<file path="src/rtl/core/bta_pkg.sv">
// shared types and constants for the boundary tag allocator
// no dependencies
`default_nettype none

package bta_pkg;

   localparam int REGION_BYTES_DEF = 4096;
   localparam int TAG_BYTES_DEF    = 17;
   localparam int ELEM_W           = 13;
   localparam int OFFS_W           = 12;
   localparam int BYTES_W          = 13;
   localparam int NEED_W           = 26;
   localparam int MODE_W           = 2;
   localparam int STAT_W           = 2;

   typedef enum logic [1:0] {
      KIND_NONE  = 2'd0,
      KIND_START = 2'd1,
      KIND_END   = 2'd2
   } kind_type;

   typedef enum logic [MODE_W-1:0] {
      FIT_FIRST = 2'd0,
      FIT_BEST  = 2'd1,
      FIT_WORST = 2'd2,
      FIT_NONE  = 2'd3
   } fit_type;

   typedef enum logic [STAT_W-1:0] {
      STAT_OK     = 2'd0,
      STAT_NO_FIT = 2'd1,
      STAT_RANGE  = 2'd2,
      STAT_NO_TAG = 2'd3
   } status_type;

   typedef enum logic {
      REQ_ALLOC = 1'b0,
      REQ_FREE  = 1'b1
   } req_kind_type;

   typedef enum logic {
      ALU_ADD = 1'b0,
      ALU_SUB = 1'b1
   } alu_op_type;

   typedef enum logic [4:0] {
      ST_CLEAR, ST_IDLE, ST_MUL, ST_NEED, ST_ACHK, ST_ARD, ST_AEV, ST_ACMP,
      ST_ABEST, ST_AEND, ST_AENDP, ST_AMID, ST_AHEAD, ST_ATAIL, ST_ANEXT,
      ST_ALAST, ST_FCHK, ST_FRANGE, ST_FEV, ST_FLIM, ST_FPREV, ST_FPCLR,
      ST_FPADD, ST_FNRD, ST_FNEV, ST_FNCLR, ST_FNCLR2, ST_FHEAD, ST_FTAIL,
      ST_RESP
   } state_type;

endpackage

`default_nettype wire

</file>
<file path="src/rtl/core/bta_alu.sv">
// shared add / subtract unit with unsigned less-than flag
// depends on bta_pkg
`default_nettype none

module bta_alu #(
   parameter int DW = 26
) (
   input  wire bta_pkg::alu_op_type op,
   input  wire logic [DW-1:0]       a,
   input  wire logic [DW-1:0]       b,
   output logic      [DW-1:0]       res,
   output logic                     lt
);

   logic [DW:0] diff;

   always_comb begin
      diff = {1'b0, a} - {1'b0, b};
      lt   = diff[DW];
      res  = (op == bta_pkg::ALU_ADD) ? a + b : diff[DW-1:0];
   end

endmodule

`default_nettype wire

</file>
<file path="config.mk">
export PLATFORM = sky130hd
export DESIGN_NAME = bta_alu
export DESIGN_NICKNAME = d
export VERILOG_FILES = /design/src/rtl/core/bta_pkg.sv /design/src/rtl/core/bta_alu.sv
export SDC_FILE = /design/constraint.sdc
export NUM_CORES = 1
export LEC_CHECK = 0
export BUFFER_PORTS_ARGS = -buffer_cell sky130_fd_sc_hd__buf_2
export CORE_MARGIN = 2
export CORE_UTILIZATION = 45
export DETAILED_ROUTE_END_ITERATION = 12
export GPL_TIMING_DRIVEN = 0
export PLACE_DENSITY = 0.7
export SLEW_MARGIN = 10
export SYNTH_ARGS = -nofsm -noshare
export SYNTH_HDL_FRONTEND = slang
export SYNTH_SLANG_ARGS = --single-unit
</file>
<file path="constraint.sdc">
create_clock -name vclk -period 2.8
set_clock_uncertainty 0.05 [all_clocks]
set_input_delay 0 -clock vclk [all_inputs]
set_output_delay 0 -clock vclk [all_outputs]
set_load 0.02 [all_outputs]
</file>
==> flow_metrics.tcl <==
set metrics [dict create \
    status "finished, final reports clean" \
    syn-cell-area_um2 2860 \
    antenna_found_initial 0 \
    crit_type "in -> out" \
    grt-ovfl-total 0 \
    layout-area-overhead-vs-synth_pct 17.4 \
    drive_above_1_share_pct 21.7 \
    gp_congestion 0.967 \
    ctsResizeCount 0 \
    die_y_um 83.7 \
    crit_arrival_ns 2.59 \
    critical-path-top-delay-family "compound AO/OA/AOI/OAI gates" \
    hpwl_um 7600 \
    synth_cell_type_count 66 \
    wl_per_cell_um 15.6 \
    rsz0062_at_grt "false" \
    seq_cells 0 \
    wirelength_um 9080 \
    drtAntennaViolNets 0 \
    drcViolationCount 0 \
    io_pins 80 \
    worst_slack_ns 0.157 \
    first_pass_iters 7 \
    instances_no_fill 584 \
    grt_max_degree 11 \
    first_iter_violations 206 \
    worst_pin_slew_ns 0.749 \
    dp.cells 584 \
    p_leak_nw 1.60 \
    die_area_um2 7010 \
    power_density_nw_per_um2 263 \
    critPathSlowestCell "o21ai_0" \
    multi_input_area_um2 2560 \
    vias 3428 \
    cts_hold_buffers 0 \
    cp-start-kind "input port" \
    ys_seq_area_share_pct 0 \
    die_width_um 83.7 \
    cp_slowest_stage_delay_ns 0.54 \
    crit_fanout 7 \
    n_antenna_cell 0 \
    fillers 678 \
    row_count 29 \
    track_usage_pct 24.6 \
    seq_area_um2 0 \
    synth_area_per_cell_um2 6.69 \
    cp.required_ns 2.75 \
    post_cts_buffers 0 \
    mostFrequentLayoutCell "buf_2" \
    place_ws_ns 0.116 \
    clockBufferCount 0 \
    final-max-slew-violation-count 0 \
    grt_pass1_wl_um 14800 \
    ir_drop_mv 0.141 \
    maxSlewHeadroom_pct 50.1 \
    drv_cap 0 \
    min_period_ns 2.64 \
    portBuffers 79 \
    hold_viol 0 \
    fin_crit_sh_pct 94.4 \
    min_path_type "in -> out" \
    path_cells "buf_2 > inv_1 > ha_1 > inv_1 > a221oi_1 > a21oi_1 > o21ai_0 > a21oi_1 > o21ai_0 > xnor2_1 > buf_2" \
    fmax_mhz 378 \
    synth_top_area_share_pct 22.3 \
    start_util_pct 45.9 \
    setup_viol 0 \
    layout_common_cells "87 x buf_2, 53 x a21oi_1, 51 x inv_1, 51 x ha_1, 29 x nor2_1" \
    finalHoldWorstSlack_ns 0.323 \
    grt_pass1_vias 3250 \
    final_util_pct 53.8 \
    synth_area_leaders "ha_1 22%, a21oi_1 9.3%, inv_1 6.7%" \
    syn_nets 534 \
    tns_ns 0 \
    endpoint_kind "primary output" \
    ys_warn_count 0 \
    routed_via_density 5.87 \
    core_um2 6240 \
    nNetsFinal 615 \
    timing.critical_path.buf_inv 4 \
    synth_cells 428 \
    yosysTopAreaCell "ha_1" \
]
## stage by stage
stage          power (W)  area, um2
2_1_floorplan   0.000611       2860
3_3_place_gp    0.000864       3350
3_5_place_dp    0.000870       3350
4_1_cts         0.000875       3350
5_1_grt         0.000966       3360
6_report        0.000885       3360
## synthesized netlist by cell type (8+ instances only)
master    count
o211ai_1      9
buf_2         8
a21o_1        8
o21ai_0      24
inv_1        51
nor3_1       10
a21oi_1      53
xnor2_1      21
clkbuf_1      9
o31ai_1      10
ha_1         51
nand3_1      14
nor2_1       29
nand2_1      22
## where the power goes
group          internal, W  switching [W]  total (W)
sequential               0              0          0
clock                    0              0          0
combinational     0.000328       0.000558   0.000885
## logic make-up after synthesis
family | count (synthesis) | share of synthesized area [%]
multiplexers | 4 | 1.49
AND/OR/NAND/NOR | 114 | 20.4
adder cells (fa/ha/maj) | 53 | 23.7
buffers and inverters | 76 | 10.6
XOR/XNOR | 23 | 7.04
AO/OA/AOI/OAI | 158 | 36.7
## layer usage
metal	routed length, um	part of all wire [%]	track usage (%)
met5	0	0	0
met4	136	1.5	5.43
met3	518	5.7	1.48
met2	4470	49	45.7
met1	3950	44	30.9
## worst paths after layout
| kind | startpoint | end | slack, ns | cells after the start |
|---|---|---|---|---|
| worst max-delay path | b[5] | res[18] | 0.16 | 11 |
| worst min-delay path | b[0] | res[0] | 0.32 | 4 |
## worst min-delay path, stage by stage
cell and delay, ns:
buf_2 0.09, ha_1 0.11, inv_1 0.03, buf_2 0.14
## layout make-up
cell class / instances / area share, %
plain buffers: 21 / 2.91
inverters: 55 / 6.15
multi-input cells: 352 / 76.3
well taps: 77 / 2.87
repair buffers: 79 / 11.8
Note: power is estimated with default switching activity, not from simulation.
